--- config.mk ---
export PLATFORM = sky130hd
export DESIGN_NAME = gbms_fifo
export DESIGN_NICKNAME = d
export VERILOG_FILES = /design/src/sv/gbms_fifo.sv
export SDC_FILE = /design/constraint.sdc
export NUM_CORES = 1
export LEC_CHECK = 0
export BUFFER_PORTS_ARGS = -buffer_cell sky130_fd_sc_hd__buf_2
export CORE_ASPECT_RATIO = 0.7
export CORE_MARGIN = 4
export CORE_UTILIZATION = 30
export CTS_CLUSTER_SIZE = 30
export DETAILED_ROUTE_END_ITERATION = 16
export PLACE_DENSITY_LB_ADDON = 0.08
export SYNTH_ARGS = -nofsm -noshare
export SYNTH_HDL_FRONTEND = slang
export SYNTH_SLANG_ARGS = --single-unit
export TNS_END_PERCENT = 5
--- constraint.sdc ---
create_clock -name clk -period 4.8 [get_ports clk]
set_input_delay 0.48 -clock clk [delete_from_list [all_inputs] [get_ports clk]]
set_output_delay 0.48 -clock clk [all_outputs]
set_load 0.01 [all_outputs]
--- src/sv/gbms_fifo.sv ---
// ----------------------------------------------------------------------------
// gbms_fifo
// Small register queue with fall-through read and an occupancy count.
// ----------------------------------------------------------------------------
`default_nettype none

module gbms_fifo #(
  parameter int WIDTH = 8,
  parameter int DEPTH = 4
) (
  input  wire logic                         clk,
  input  wire logic                         rst_n,
  input  wire logic                         wr_en,
  input  wire logic [WIDTH-1:0]             wr_data,
  input  wire logic                         rd_en,
  output logic      [WIDTH-1:0]             rd_data,
  output logic                              empty,
  output logic      [$clog2(DEPTH+1)-1:0]   count
);

  localparam int PTR_W = $clog2(DEPTH);
  localparam int CNT_W = $clog2(DEPTH + 1);

  logic [WIDTH-1:0] mem [DEPTH];
  logic [PTR_W-1:0] wr_ptr_r, wr_ptr_nxt;
  logic [PTR_W-1:0] rd_ptr_r, rd_ptr_nxt;
  logic [CNT_W-1:0] count_r, count_nxt;

  // pointer and count update
  always_comb begin
    wr_ptr_nxt = wr_en ? wr_ptr_r + PTR_W'(1) : wr_ptr_r;
    rd_ptr_nxt = rd_en ? rd_ptr_r + PTR_W'(1) : rd_ptr_r;
    count_nxt  = count_r + CNT_W'(wr_en) - CNT_W'(rd_en);
  end

  always_ff @(posedge clk) begin
    if (!rst_n) begin
      wr_ptr_r <= '0;
      rd_ptr_r <= '0;
      count_r  <= '0;
    end else begin
      wr_ptr_r <= wr_ptr_nxt;
      rd_ptr_r <= rd_ptr_nxt;
      count_r  <= count_nxt;
    end
  end

  // storage
  always_ff @(posedge clk) begin
    if (wr_en) begin
      mem[wr_ptr_r] <= wr_data;
    end
  end

  assign rd_data = mem[rd_ptr_r];
  assign empty   = (count_r == '0);
  assign count   = count_r;

endmodule

`default_nettype wire

# Word level (Yosys, flattened, before mapping)
# Memories as Yosys holds them, arrays and structs flattened. A register that Yosys moved wholly into a read port is not among the register bits.
# Cells that the tools add are included.
dict set report totals {
  reg_bits 7
  latch_bits 0
  ram_bits 32
  romBits 0
  input_bits 12
  out_inout_bits 12
  word_cells 13
  mem_count 1
}
dict set report op_classes {
  n_addsub 4
  n_mul 0
  n_div 0
  order_cmp 0
  n_eq_ne 0
  shift 0
  muxes 4
  n_bitwise 0
  reduce_logical 1
}
# name words word_bits read_ports rd_clocked_by_memory_dff write_ports line_no
set mem_list {}
lappend mem_list {mem 4 8 1 1 1 24} ;# logic [WIDTH-1:0] mem [DEPTH];
# op count
set ops {}
lappend ops {{$add A2 B1 Y2 const B} 2}
lappend ops {{$mux W2} 2}
lappend ops {{$add A3 B1 Y3} 1}
lappend ops {{$logic_not A3 Y1} 1}
lappend ops {{$sub A3 B1 Y3} 1}
lappend ops {{$mux W1} 2}

# Logic depth before layout (Yosys ltp)
dict set report depth {
  ltp_word 3
  depth_mapped 7
  ltp_nobuf 7
}

# Least setup slack after synthesis
# Ideal clock, no wire load.
dict set report synth_timing {
  path_type {in2reg}
  from {input rd_en}
  to {register count_r[2], in the netlist count[2]}
  arrival_time_ns 1.731
  slack_ns 3.004
  stages 6
  cell_sequence {ha_1 -> inv_1 -> ha_1 -> fa_1 -> xor3_1 -> nor2_1}
}
dict set report synth_via {
  elab_chain_cells 1
}
# element line_no
set synth_lines {}
lappend synth_lines {{start, declared} 15} ;# input wire logic rd_en,
lappend synth_lines {{$sub A3 B1 Y3} 33} ;# count_nxt = count_r + CNT_W'(wr_en) - CNT_W'(rd_en);
lappend synth_lines {{end signal, assigned} 44} ;# count_r <= count_nxt;
lappend synth_lines {{end, declared} 27} ;# logic [CNT_W-1:0] count_r, count_nxt;
# Every way passes these cells.
# A chain may end at the register's enable or synchronous reset.

==> impl_metrics.json <==
{
  "start_util": 0.321,
  "cp.arrival_ns": 1.71,
  "die_area_sq_um": 6560,
  "cts_tree": "yes",
  "die_w_um": 95.1,
  "required_ns": 4.32,
  "fin_nets": 131,
  "fin_setup_tns_ns": 0,
  "core_sq_um": 4970,
  "synth-simple-area-share": 0.0432,
  "hold_ws_ns": 0.407,
  "yosysTopAreaCell": "edfxtp_1",
  "vdd.ir_drop.worst_mv": 0.100,
  "p_leak_uw": 0.000682,
  "grt_max_degree": 12,
  "r2r-start": "count[0]",
  "ant_nets": 0,
  "synth.area.mux_share": 0.119,
  "area_growth_pct": 16.6,
  "fmax_mhz": 457,
  "htreeDepth": 2,
  "use_met2": 0.146,
  "synth_top_cell_area_share": 0.603,
  "cts_buffers": 5,
  "cp_slowest_cell": "dfxtp_1",
  "path_clk_slew_ns": 0.07,
  "yosysWarnings": 0,
  "place.gp.congestion": 0.637,
  "clock_sinks": 41,
  "hold_buffers": 0,
  "drive_gt1_frac": 0.327,
  "drv_slew": 0,
  "cts_root_buffer": "clkbuf_8",
  "rsz0062_at_grt": "no",
  "crit_chain": "mux4_2 -> buf_2",
  "grt_pass1_vias": 809,
  "power_density_nw_per_um2": 399,
  "relSlewSlack": 0.618,
  "vias_per_cell": 4.26,
  "io-pin-count": 24,
  "critPathMaxFanout": 8,
  "netlist_area_sq_um": 1590,
  "vias": 775,
  "postPlaceCellArea_sq_um": 1780,
  "fin_crit_sh": 0.456,
  "ys_seq_elements": 41,
  "synth_area_per_cell_sq_um": 19.0,
  "synthTopCellsByArea": "edfxtp_1 60%, dfxtp_1 11%, mux4_2 11%",
  "synth-xor-area-share": 0.0259,
  "synthAdderAreaFrac": 0.0597,
  "grt_first_pass_wirelength_um": 4240,
  "synth_compound_area_frac": 0.00942,
  "yosysUniqueCellTypes": 17,
  "overflow": 0,
  "fin_area_sq_um": 1860,
  "worstRegToRegCells": 7,
  "hold_path.class": "in2reg",
  "port_buffers": 23,
  "async_flop_share": 0,
  "min_period_ns": 2.19,
  "critPathLaunchType": "register",
  "track_usage": 0.0972,
  "outcome": "complete, no violations",
  "drt_iter0_drc": 29,
  "die_h_um": 69.0,
  "drc": 0,
  "synth_edf_count": 32,
  "tightestPinTransition_ns": 0.572,
  "use_met1": 0.118,
  "busiest_layer": "met2",
  "syn_inst": 84,
  "power.total_uw": 742,
  "worstHoldStart": "wr_data[0]",
  "row_count": 21,
  "critPathCaptureType": "output pin",
  "post-cts-setup-buffers": 0,
  "fin_ws_ns": 2.61,
  "holdPathStages": 1,
  "pre_cts_ws_ns": 2.81,
  "critPathKind": "reg2out",
  "finalHoldViolCount": 0,
  "grt_antenna_before_repair": 0,
  "critPathMaxStageDelay_ns": 0.69,
  "synth_top_family_by_area": "multiplexers",
  "wl_per_cell_um": 14.5,
  "finClkSkew_ns": 0.00508,
  "ys.flop_type": "edfxtp_1",
  "reg2reg_slack_ns": 3.02,
  "diodes": 0,
  "first_pass_iters": 4,
  "clk_latency_ns": 0.29,
  "grtUsageMet3": 0.0531,
  "fill_cells": 479,
  "setup_violations": 0,
  "drv_cap": 0,
  "clk_path_buf_depth": 2,
  "postRouteWirelength_um": 2640,
  "ctsResizeCount": 0,
  "yosysSeqAreaShare": 0.716,
  "syn-num-nets": 103
}
## Yosys cell counts (all sizes together) (2+ instances only)
cell type / n
edfxtp: 32
nor2: 5
ha: 6
inv: 7
mux4: 8
and2: 6
xnor2: 2
dfxtp: 9
## metal layers
metal	vias up	part of all wire
li1	365	-
met1	386	0.44
met2	17	0.47
met3	7	0.072
met4	0	0.018
met5	-	0
## logic make-up after synthesis
family,Yosys count
adder cells (fa/ha/maj),7
AO/OA/AOI/OAI,2
XOR/XNOR,3
multiplexers,9
buffers and inverters,9
AND/OR/NAND/NOR,13
flip-flops,41
## placed cells by master (no fill, tap or decap), types with 3 or more instances in the layout
| cell | count |
|---|---|
| mux4_2 | 8 |
| and2_1 | 6 |
| dfxtp_1 | 9 |
| clkbuf_1 | 3 |
| ha_1 | 6 |
| buf_2 | 23 |
| edfxtp_1 | 32 |
| nor2_1 | 5 |
| clkbuf_8 | 5 |
| inv_1 | 7 |
## critical path: cells and delay by family, from the launching register on
kind                   cells  cell delay (ns)
DFF                        1             0.69
buffers and inverters      1             0.15
muxes                      1             0.58
## cell type report
class / count / area [sq um] / share of cell area
repair buffers: 23 / 115 / 0.0619
multi-input cells: 34 / 410 / 0.221
well taps: 69 / 86.3 / 0.0464
flip-flops and latches: 41 / 1140 / 0.614
inverters: 7 / 26.3 / 0.0141
clock buffers: 8 / 80.1 / 0.0431
## worst paths after layout
path,endpoint
max reg2reg,count[2]
max,rd_data[4]
min reg2reg,rd_ptr_r[1]
min,mem[3][0]
## sequential cells by signal, summed over array words and instances (netlist names), named ones only
signal / cells
count: 3
mem: 32
rd_ptr_r: 2
wr_ptr_r: 2
## through the flow
| stage | util | instances |
|---|---|---|
| final | 0.374 | 182 |
| after floorplan | - | 84 |
| after CTS | 0.374 | 182 |
| after global placement | 0.358 | 174 |
| after detailed placement | 0.358 | 174 |
| after global routing | 0.374 | 182 |
## report_power, final
group / internal, uW / total, uW / switching, uW
sequential: 408 / 425 / 17.0
clock: 103 / 210 / 107
combinational: 57.8 / 107 / 49.0
total: 569 / 742 / 173
Note: power is estimated with default switching activity, not from simulation.
