$ cat src/sv/gbms_pkg.sv
// ----------------------------------------------------------------------------
// gbms_pkg
// Shared types and constants of the 3x3 box mean stencil.
// ----------------------------------------------------------------------------
`default_nettype none

package gbms_pkg;

  // cell values and configuration
  localparam int VALUE_BITS = 16;
  localparam int CFG_W      = 11;

  // column sum of three cells, window sum of nine cells plus rounding bias
  localparam int CS_W  = VALUE_BITS + 2;
  localparam int SUM_W = VALUE_BITS + 4;

  // exact division by reciprocal for any dividend below 2**SUM_W
  localparam int MUL_W   = SUM_W + 1;
  localparam int PROD_W  = SUM_W + MUL_W;
  localparam int DIV6_SH = SUM_W + 3;
  localparam int DIV9_SH = SUM_W + 4;
  localparam logic [MUL_W-1:0] DIV6_MUL = MUL_W'(((64'd1 << DIV6_SH) + 64'd5) / 64'd6);
  localparam logic [MUL_W-1:0] DIV9_MUL = MUL_W'(((64'd1 << DIV9_SH) + 64'd8) / 64'd9);

  // divisor codes
  localparam logic [1:0] DIV_BY_4 = 2'd0;
  localparam logic [1:0] DIV_BY_6 = 2'd1;
  localparam logic [1:0] DIV_BY_9 = 2'd2;

  // queue between front and back, and the result queue
  localparam int MQ_DEPTH = 4;
  localparam int MQ_CNT_W = $clog2(MQ_DEPTH + 1);
  localparam int OQ_DEPTH = 8;
  localparam int OQ_CNT_W = $clog2(OQ_DEPTH + 1);

  typedef logic [VALUE_BITS-1:0] value_t;

  // per-item classification made by the front
  typedef struct packed {
    logic has_out;     // item completes a result
    logic top_ok;      // top row of this column lies in the grid
    logic bot_ok;      // bottom row of this column lies in the grid
    logic left_ok;     // left window column lies in the grid
    logic right_ok;    // right window column lies in the grid
    logic frame_last;  // result is the last cell of the grid
  } item_flags_t;

  // one new window column with its flags
  typedef struct packed {
    value_t      top;
    value_t      mid;
    value_t      cur;
    item_flags_t flags;
  } mq_item_t;

  typedef struct packed {
    value_t mean;
    logic   frame_last;
  } result_t;

endpackage

`default_nettype wire

$ cat src/sv/gbms_back.sv
// ----------------------------------------------------------------------------
// gbms_back
// Sliding window of column sums, masked window sum and rounded division.
// ----------------------------------------------------------------------------
`default_nettype none

module gbms_back (
  input  wire logic                           clk,
  input  wire logic                           rst_n,
  input  wire logic                           mq_empty,
  input  wire gbms_pkg::mq_item_t             mq_item,
  output logic                                mq_rd_en,
  input  wire logic [gbms_pkg::OQ_CNT_W-1:0]  oq_count,
  output logic                                oq_wr_en,
  output gbms_pkg::result_t                   oq_data
);

  import gbms_pkg::*;

  logic [OQ_CNT_W:0] credit;
  logic              take;
  logic [CS_W-1:0]   col_sum;

  logic [CS_W-1:0]   cs0_r, cs1_r, cs2_r;
  logic              cs2_rows3_r;
  logic              b1_valid_r;
  logic              b1_left_r, b1_right_r, b1_rows3_r, b1_last_r;

  logic [SUM_W-1:0]  win_sum;
  logic [1:0]        div_code;
  logic [SUM_W-1:0]  bias;
  logic [SUM_W-1:0]  b2_x_r;
  logic [1:0]        b2_code_r;
  logic              b2_last_r;
  logic              b2_valid_r;

  logic [MUL_W-1:0]  mul_sel;
  logic [PROD_W-1:0] prod;
  value_t            quot;
  value_t            b3_mean_r;
  logic              b3_last_r;
  logic              b3_valid_r;

  // take an item only with a result slot reserved for everything in flight
  assign credit   = (OQ_CNT_W + 1)'(oq_count) + (OQ_CNT_W + 1)'(b1_valid_r)
                  + (OQ_CNT_W + 1)'(b2_valid_r) + (OQ_CNT_W + 1)'(b3_valid_r);
  assign take     = ~mq_empty && (credit < (OQ_CNT_W + 1)'(OQ_DEPTH));
  assign mq_rd_en = take;

  // sum of the in-grid cells of the new column
  assign col_sum = (mq_item.flags.top_ok ? CS_W'(mq_item.top) : '0)
                 + CS_W'(mq_item.mid)
                 + (mq_item.flags.bot_ok ? CS_W'(mq_item.cur) : '0);

  // window shift, the row coverage of the center column sets the divisor
  always_ff @(posedge clk) begin
    if (take) begin
      cs0_r       <= cs1_r;
      cs1_r       <= cs2_r;
      cs2_r       <= col_sum;
      cs2_rows3_r <= mq_item.flags.top_ok & mq_item.flags.bot_ok;
      b1_left_r   <= mq_item.flags.left_ok;
      b1_right_r  <= mq_item.flags.right_ok;
      b1_rows3_r  <= cs2_rows3_r;
      b1_last_r   <= mq_item.flags.frame_last;
    end
  end

  // window sum and divisor choice
  always_comb begin
    win_sum = (b1_left_r ? SUM_W'(cs0_r) : '0) + SUM_W'(cs1_r)
            + (b1_right_r ? SUM_W'(cs2_r) : '0);
    if (b1_rows3_r && b1_left_r && b1_right_r) begin
      div_code = DIV_BY_9;
    end else if (b1_rows3_r || (b1_left_r && b1_right_r)) begin
      div_code = DIV_BY_6;
    end else begin
      div_code = DIV_BY_4;
    end
    case (div_code)
      DIV_BY_4: bias = SUM_W'(2);
      DIV_BY_6: bias = SUM_W'(3);
      DIV_BY_9: bias = SUM_W'(4);
      default:  bias = '0;
    endcase
  end

  always_ff @(posedge clk) begin
    if (b1_valid_r) begin
      b2_x_r    <= win_sum + bias;
      b2_code_r <= div_code;
      b2_last_r <= b1_last_r;
    end
  end

  // rounded quotient: shift for four, reciprocal multiply for six and nine
  assign mul_sel = (b2_code_r == DIV_BY_9) ? DIV9_MUL : DIV6_MUL;
  assign prod    = PROD_W'(b2_x_r) * PROD_W'(mul_sel);

  always_comb begin
    case (b2_code_r)
      DIV_BY_4: quot = VALUE_BITS'(b2_x_r >> 2);
      DIV_BY_6: quot = VALUE_BITS'(prod >> DIV6_SH);
      DIV_BY_9: quot = VALUE_BITS'(prod >> DIV9_SH);
      default:  quot = '0;
    endcase
  end

  always_ff @(posedge clk) begin
    if (b2_valid_r) begin
      b3_mean_r <= quot;
      b3_last_r <= b2_last_r;
    end
  end

  // stage valids
  always_ff @(posedge clk) begin
    if (!rst_n) begin
      b1_valid_r <= 1'b0;
      b2_valid_r <= 1'b0;
      b3_valid_r <= 1'b0;
    end else begin
      b1_valid_r <= take & mq_item.flags.has_out;
      b2_valid_r <= b1_valid_r;
      b3_valid_r <= b2_valid_r;
    end
  end

  assign oq_wr_en           = b3_valid_r;
  assign oq_data.mean       = b3_mean_r;
  assign oq_data.frame_last = b3_last_r;

endmodule

`default_nettype wire

$ cat config.mk
export PLATFORM = sky130hd
export DESIGN_NAME = gbms_back
export DESIGN_NICKNAME = d
export VERILOG_FILES = /design/src/sv/gbms_pkg.sv /design/src/sv/gbms_back.sv
export SDC_FILE = /design/constraint.sdc
export NUM_CORES = 1
export LEC_CHECK = 0
export BUFFER_PORTS_ARGS = -buffer_cell sky130_fd_sc_hd__buf_2
export CAP_MARGIN = 20
export CORE_UTILIZATION = 52
export CTS_CLUSTER_SIZE = 20
export DETAILED_ROUTE_END_ITERATION = 7
export GPL_TIMING_DRIVEN = 0
export PLACE_DENSITY = 0.7
export SLEW_MARGIN = 20
export SYNTH_ARGS = -nofsm -noshare
export SYNTH_HDL_FRONTEND = slang
export SYNTH_SLANG_ARGS = --single-unit
$ cat constraint.sdc
create_clock -name clk -period 10.6 [get_ports clk]
set_input_delay 1.06 -clock clk [delete_from_list [all_inputs] [get_ports clk]]
set_output_delay 1.06 -clock clk [all_outputs]
set_load 0.05 [all_outputs]
Word level (Yosys, flattened, before mapping):

Index checks and enable logic that the tools add are counted.

* add/sub/neg operators: 8
* multipliers: 1
* order comparisons: 1
* eq/ne operators: 4
* muxes and demuxes: 9
* bitwise operators: 3
* reduce and logical (&&, ||, !) cells: 7

Operators with widths (count)
* $pmux 16 s3: 1
* $mul 20x21->40: 1
* $mux 18: 2
* $mux 16: 2
* $add 19x18->20: 1
* $add 20x20->20: 1
* $mux 20: 1
* $add 18x18->19: 1
* $add 17x16->18: 1
* $add 16x16->17: 1
* $add 5x1->5: 2
* $pmux 3 s3: 1
* $add 4x1->5: 1
* $lt 5x4->1 const B: 1
* $eq 2x1->1 const B: 2
* $eq 2x2->1 const B: 2
* $logic_and 1x1->1: 4
* $logic_not 2->1: 2
* $and 1x1->1: 2
* $mux 2: 1
* $logic_or 1x1->1: 1
* $mux 1: 1
* $not 1->1: 1

* register bits after elaboration: 102
* output and inout port bits: 19

Longest topological paths before layout:

Gate-level depths: netlist (run 1).

* depth in word-level cells: 7
* gate-level depth with buffers: 31
* gate-level depth less buffers: 28

Least setup slack after synthesis (run 1):

No wires, ideal clock.

* path kind: in2out
* start point: input port oq_count[0] (netlist name)
* end point: output port mq_rd_en
* arrival time: 7475 ps
* required time: 9540 ps
* setup slack: 2065 ps
* stages on the path: 4
* path through: fa_1 -> ha_1 -> a31o_2 -> a211oi_1

* longest elaborated chain between the ends: 5

Ends and longest elaborated chain
* start: declaration: RTL line gbms_back.sv:13 `input wire logic [gbms_pkg::OQ_CNT_W-1:0] oq_count,`
* $add 4x1->5: RTL line gbms_back.sv:45 `assign credit = (OQ_CNT_W + 1)'(oq_count) + (OQ_CNT_W + 1)'(b1_valid_r)`
* $add 5x1->5 (2 in a row): RTL line gbms_back.sv:46 `+ (OQ_CNT_W + 1)'(b2_valid_r) + (OQ_CNT_W + 1)'(b3_valid_r);`
* $lt 5x4->1: RTL line gbms_back.sv:47 `assign take = ~mq_empty && (credit < (OQ_CNT_W + 1)'(OQ_DEPTH));`
* $logic_and 1x1->1: RTL line gbms_back.sv:47
* end: declaration: RTL line gbms_back.sv:12 `output logic mq_rd_en,`

No other way between the ends.

Final worst setup path (run 1):

* start point: register b2_code_r[1]
* end point: register b3_mean_r[14], data pin

* longest elaborated chain between the ends: 4
* elaborated cells between the ends (all ways): 6

Ends and longest elaborated chain
* start: declaration: RTL line gbms_back.sv:33 `logic [1:0] b2_code_r;`
* start signal: assignment: RTL line gbms_back.sv:91 `b2_code_r <= div_code;`
* $eq 2x2->1: RTL line gbms_back.sv:97, gbms_back.sv:101
* $mux 20: RTL line gbms_back.sv:97 `assign mul_sel = (b2_code_r == DIV_BY_9) ? DIV9_MUL : DIV6_MUL;`
* $mul 20x21->40: RTL line gbms_back.sv:98 `assign prod = PROD_W'(b2_x_r) * PROD_W'(mul_sel);`
* $pmux 16 s3 *: RTL line gbms_back.sv:101 `case (b2_code_r)`
* named net quot[14]: RTL line gbms_back.sv:39 `value_t quot;`
* end signal: assignment: RTL line gbms_back.sv:111 `b3_mean_r <= quot;`
* end: declaration: RTL line gbms_back.sv:40 `value_t b3_mean_r;`

Mark *: on every way through the listed nets, which the timed path passes. The rest lies on a longest branch.
A chain may end at the register's enable or synchronous reset.

==> results.json, run 1 <==
{
  "synth_most_common_cell": "inv_1",
  "placed_cell_area_um2": 15100,
  "clkPwrFrac_pct": 8.9,
  "core_area_um2": 26900,
  "yosys-top-cells-area": "fa_1 (30%), edfxtp_1 (21%), ha_1 (20%)",
  "post-route-min-period_ps": 9640,
  "cts_tree": "yes",
  "ys_ff_latch": 102,
  "place_inst": 1751,
  "clockRootBuffer": "clkbuf_16",
  "p_sw_share_pct": 47.5,
  "syn_area_um2": 14200,
  "ys_top_cells_by_count": "inv_1 (293), ha_1 (232), fa_1 (214)",
  "drcViolationCount": 0,
  "crit_required_ps": 10680,
  "critPathSlowestCell": "clkbuf_1",
  "critPathKind": "flop to flop",
  "fin_cells": 1767,
  "ir_drop_v": 0.000186,
  "drv_cap": 0,
  "overflow": 0,
  "clk_pin_slew_ps": 70,
  "syn-instance-count": 1323,
  "grt_pass1_vias": 9586,
  "avgSynthCellArea_um2": 10.7,
  "cts.sinks": 102,
  "setup_viol": 0,
  "synth_edf_count": 99,
  "synth_cell_type_count": 55,
  "gp_congestion": 0.906,
  "ys_seq_area_share_pct": 21.4,
  "path_common_cell": "fa_1",
  "tightest_slew_ps": 1000,
  "slew_viol_final": 0,
  "nFillCells": 2299,
  "grt_pass1_wl_um": 46700,
  "drt_wl_total_um": 28300,
  "vias": 9155,
  "cp_max_fo": 10,
  "drive_gt1_share_pct": 7.85,
  "final_area_um2": 15400,
  "max_stage_delay_ps": 610,
  "vias_per_cell": 5.18,
  "power_density_nw_per_um2": 261,
  "clk_path_buf_depth": 2,
  "dp_hpwl_um": 25300,
  "postCtsHoldBufs": 0,
  "p_int_w": 0.00211,
  "grt_start_max_net_pins": 26,
  "cp-end-kind": "flop",
  "clock.fmax_mhz": 104,
  "hold_violations": 0,
  "cts_buffers": 9,
  "grt_use_total_pct": 21.5,
  "hold_class": "flop to flop",
  "cts_setup_buffers": 0,
  "cts_max_level": 3,
  "antenna_left": 0,
  "pwr-share-comb_pct": 77.7,
  "n_antenna_cell": 0,
  "nNetsFinal": 1928,
  "arrival_ps": 9720,
  "syn2layout_area_growth_pct": 8.64,
  "yosysWarnings": 0,
  "rsz0062_at_grt": "no",
  "num_io_pins": 80,
  "start_util_pct": 52.7,
  "avgRoutedWirePerCell_um": 16.0,
  "startpoint_type": "flop",
  "p_switching_w": 0.00191,
  "first_iter_violations": 412,
  "die_area_um2": 27900,
  "skew_ps": 10.8,
  "numPortBuffers": 79,
  "ys.flop_type": "edfxtp_1",
  "fin_crit_sh_pct": 90.9,
  "yosysTopAreaCellShare_pct": 30.2,
  "cts_resized": 0,
  "die-width_um": 167,
  "dr.pass1.iters": 4,
  "antenna_found_initial": 0,
  "slew_headroom_pct": 33.0,
  "outcome": "completed",
  "worst_skew_pair.late_latency_ps": 350,
  "ys_async_sr_fraction_pct": 0,
  "finalSetupTns_ps": 0,
  "leakage_nw": 7.78,
  "rows": 60,
  "synth_top_cell_by_area": "fa_1",
  "die_h_um": 167,
  "seq_power_share_pct": 13.4
}
-- per-stage QoR --
stage                     power, W  util (%)  setup slack, ps  hold WS (ps)
after floorplan            0.00294         -             2060           400
after global placement     0.00361      55.8              341           401
after detailed placement   0.00367      56.1             1020           405
after CTS                  0.00406      57.3             1000           421
after global routing       0.00451      57.3              617           431
final                      0.00402      57.3              962           420
-- power groups by stage --
stage | combinational [W] | sequential, W | clock [W]
after floorplan | 0.00239 | 0.000557 | 0
after global placement | 0.00306 | 0.000548 | 0
after CTS | 0.00316 | 0.000539 | 0.000364
after detailed placement | 0.00313 | 0.000548 | 0
final | 0.00313 | 0.000539 | 0.000357
after global routing | 0.00359 | 0.000542 | 0.000379
-- placed cells by master, fill, tap and decap left out, types with 3 or more instances in the layout --
cell / netlist / final
a211o_1: 3 / 3
a211oi_1: 6 / 5
a21boi_0: 4 / 4
a21o_1: 20 / 20
a21oi_1: 32 / 32
a31oi_1: 7 / 7
and2_1: 77 / 77
and3_1: 8 / 8
buf_2: 0 / 79
buf_6: 0 / 3
clkbuf_1: 22 / 22
clkbuf_16: 0 / 9
conb_1: 2 / 6
dfxtp_1: 3 / 3
edfxtp_1: 99 / 99
fa_1: 214 / 214
ha_1: 232 / 232
inv_1: 293 / 293
mux2i_1: 7 / 7
nand2_1: 59 / 59
nand2b_1: 8 / 8
nand3_1: 10 / 10
nand4_1: 4 / 4
nor2_1: 51 / 51
nor2b_1: 9 / 9
nor3_1: 11 / 11
nor3b_1: 3 / 3
o211ai_1: 5 / 5
o21a_1: 6 / 6
o21ai_0: 32 / 32
o22ai_1: 7 / 7
or2_2: 7 / 7
or3_1: 10 / 10
xnor2_1: 38 / 38
xor2_1: 5 / 5
-- state kept, by name, summed over array words and instances (netlist names) --
name / count
b1_last_r: 1
b1_left_r: 1
b1_right_r: 1
b1_rows3_r: 1
b1_valid_r: 1
b2_code_r: 2
b2_last_r: 1
b2_valid_r: 1
b2_x_r: 20
b3_last_r: 1
b3_mean_r: 16
cs0_r: 18
cs1_r: 18
cs2_r: 18
cs2_rows3_r: 1
oq_wr_en: 1
-- path summary, 6_finish.rpt --
kind,from,end,slack [ps],depth (start not counted)
worst max register to register,b2_code_r[1],b3_mean_r[14],960,28
worst max-delay path,b2_code_r[1],b3_mean_r[14],960,28
worst min register to register,b1_last_r,b2_last_r,420,0
worst min-delay path,b1_last_r,b2_last_r,420,0
-- per-layer routing --
| layer | global-route usage, % | wire length (µm) | vias up |
|---|---|---|---|
| li1 | - | - | 4480 |
| met3 | 1.92 | 801 | 28 |
| met2 | 39.5 | 14700 | 153 |
| met4 | 5.48 | 484 | 0 |
| met1 | 27.2 | 12300 | 4494 |
| met5 | 0 | 0 | - |
-- worst max-delay path, delay by kind of cell (launching register included) --
family	cells	cell delay, ps
mux	1	280
simple gates	4	1400
flops	1	350
compound gates	7	1780
buf+inv	8	2000
fa+ha+maj	8	3540
-- kinds of logic (layout without fill, tap and decap cells) --
| kind of cell | Yosys count | after routing | share of synthesized area [%] |
|---|---|---|---|
| AO/OA/AOI/OAI | 143 | 143 | 6.59 |
| other | 2 | 6 | 0.0530 |
| multiplexers | 8 | 8 | 0.574 |
| buffers and inverters | 316 | 415 | 8.40 |
| AND/OR/NAND/NOR | 263 | 263 | 9.61 |
| adder cells (fa/ha/maj) | 446 | 446 | 50.7 |
| flip-flops | 102 | 102 | 21.4 |
| XOR/XNOR | 43 | 43 | 2.66 |
-- cell type report --
type                            count  area (µm²)  share of cell area, %
Timing Repair Buffer               83         444                   2.89
Inverter                          293        1100                   7.14
Multi-Input combinational cell    909        9980                   64.8
Buffer                             23        90.1                  0.585
Clock inverter                      7         101                  0.658
Sequential cell                   102        3030                   19.7
Clock buffer                        9         225                   1.46
Tap cell                          341         427                   2.77
Power figures use the tool's default switching activity.
==> run 2, diff against run 1 <==
--- a/config.mk
+++ b/config.mk
@@ -7,11 +7,10 @@
 export LEC_CHECK = 0
 export BUFFER_PORTS_ARGS = -buffer_cell sky130_fd_sc_hd__buf_2
 export CAP_MARGIN = 20
-export CORE_UTILIZATION = 52
+export CORE_UTILIZATION = 28
 export CTS_CLUSTER_SIZE = 20
 export DETAILED_ROUTE_END_ITERATION = 7
 export GPL_TIMING_DRIVEN = 0
-export PLACE_DENSITY = 0.7
 export SLEW_MARGIN = 20
 export SYNTH_ARGS = -nofsm -noshare
 export SYNTH_HDL_FRONTEND = slang
==> results.json, run 2 (synthesis results as in run 1) <==
{
  "cts.sinks": 102,
  "cts_tree": "yes",
  "grt_pass1_vias": 9944,
  "num_io_pins": 80,
  "critPathKind": "flop to flop",
  "post-route-min-period_ps": 9630,
  "crit_required_ps": 10640,
  "hold_class": "flop to flop",
  "power_density_nw_per_um2": 251,
  "vias_per_cell": 4.36,
  "core_area_um2": 50100,
  "startpoint_type": "flop",
  "rsz0062_at_grt": "no",
  "overflow": 0,
  "layout_commonest_cell": "inv_1",
  "grt_use_total_pct": 12.5,
  "postCtsHoldBufs": 0,
  "clockRootBuffer": "clkbuf_16",
  "cts_setup_buffers": 0,
  "tightest_slew_ps": 970,
  "r2r_end": "b3_mean_r[15]",
  "antenna_left": 0,
  "die-width_um": 227,
  "numPortBuffers": 79,
  "first_iter_violations": 283,
  "ir_drop_v": 0.000197,
  "final_area_um2": 15800,
  "avgRoutedWirePerCell_um": 14.5,
  "grt_start_max_net_pins": 26,
  "die_h_um": 227,
  "rr_startpoint": "b2_code_r[1]",
  "hold_end": "b2_last_r",
  "clock.fmax_mhz": 104,
  "gp_congestion": 0.902,
  "cp-end-kind": "flop",
  "drcViolationCount": 1,
  "path_common_cell": "fa_1",
  "fin_crit_sh_pct": 90.8,
  "finalSetupTns_ps": 0,
  "slew_viol_final": 0,
  "hold_depth": 0,
  "rows": 82,
  "fin_hold_ws_ps": 424,
  "cts_max_level": 3,
  "clk_path_buf_depth": 2,
  "n_antenna_cell": 0,
  "critPathSlowestCell": "nor2_1",
  "final_cell_mix": "inv_1 (293), ha_1 (232), fa_1 (214)",
  "drive_gt1_share_pct": 7.79,
  "antenna_found_initial": 0,
  "cts_resized": 0,
  "worst_skew_pair.late_latency_ps": 360,
  "vias": 9147,
  "nNetsFinal": 1928,
  "die_area_um2": 51500,
  "max_stage_delay_ps": 610,
  "outcome": "finished with violations",
  "hold_violations": 0,
  "largest_reg_flops": 20,
  "top_register": "b2_x_r",
  "start_util_pct": 28.3,
  "cts_buffers": 9,
  "drt_wl_total_um": 30400,
  "arrival_ps": 9670,
  "setup_viol": 0,
  "hp-start": "b1_last_r",
  "dr.pass1.iters": 6,
  "placed_cell_area_um2": 15500,
  "leakage_nw": 7.76,
  "drv_cap": 0,
  "fin_util_pct": 31.5,
  "violations": "DRC",
  "dp_hpwl_um": 27600,
  "grt_pass1_wl_um": 49900,
  "syn2layout_area_growth_pct": 11.3,
  "reg2reg_depth": 28,
  "critPathLaunch": "b2_code_r[1]",
  "cp_max_fo": 10,
  "clk_pin_slew_ps": 70,
  "r2r_setup_slack_ps": 970,
  "skew_ps": 6.57,
  "slew_headroom_pct": 35.3
}
-- run 2: cell types whose count changed in the layout (fill, tap and decap cells not counted), sizes merged --
| cell | previous run | this run |
|---|---|---|
| clkinv | 1 | 2 |
| bufinv | 2 | 0 |
-- run 2: layout make-up --
cell class	instances	area, µm²
Clock buffer	9	225
Multi-Input combinational cell	909	9980
Sequential cell	102	3030
Fill cell	5202	34300
Timing Repair Buffer	83	457
Tap cell	672	841
Buffer	23	90.1
Inverter	293	1100
Clock inverter	6	45.0
-- run 2: worst max-delay path by stage --
stage | endpoint | cells past startpoint
final | b3_mean_r[15] | 28
after global placement | mq_rd_en | 6
after detailed placement | b3_mean_r[15] | 29
after global routing | b3_mean_r[15] | 29
after floorplan | mq_rd_en | 4
after CTS | b3_mean_r[15] | 29
-- run 2: worst max-delay path, delay by kind of cell, from the launching register on --
kind | cells | cell delay, ps
buffers and inverters | 8 | 1830
AOI/OAI and AO/OA | 7 | 1830
adders and majority gates | 8 | 3540
xor gates and xnor gates | 1 | 140
and+or+nand+nor | 4 | 1590
DFF | 1 | 350
-- run 2: power breakdown --
part,switching [W],internal (W)
sequential,0.0000183,0.000521
clock,0.000146,0.000160
combinational,0.00174,0.00137
-- run 2: per-layer routing --
layer	vias to the layer above	part of all wire, %	global-route usage, %
li1	4482	-	-
met1	4483	45	15.7
met2	149	50	22.4
met3	33	3.5	1.85
met4	0	1.9	3.51
met5	-	0	0
-- run 2: per-stage QoR --
stage / worst slack (ps) / power (W) / instances
2_1_floorplan: 2060 / 0.00294 / 1327
3_3_place_gp: -235 / 0.00365 / 2078
3_5_place_dp: 832 / 0.00369 / 2082
4_1_cts: 809 / 0.00404 / 2097
5_1_grt: 377 / 0.00447 / 2097
6_report: 971 / 0.00396 / 2097
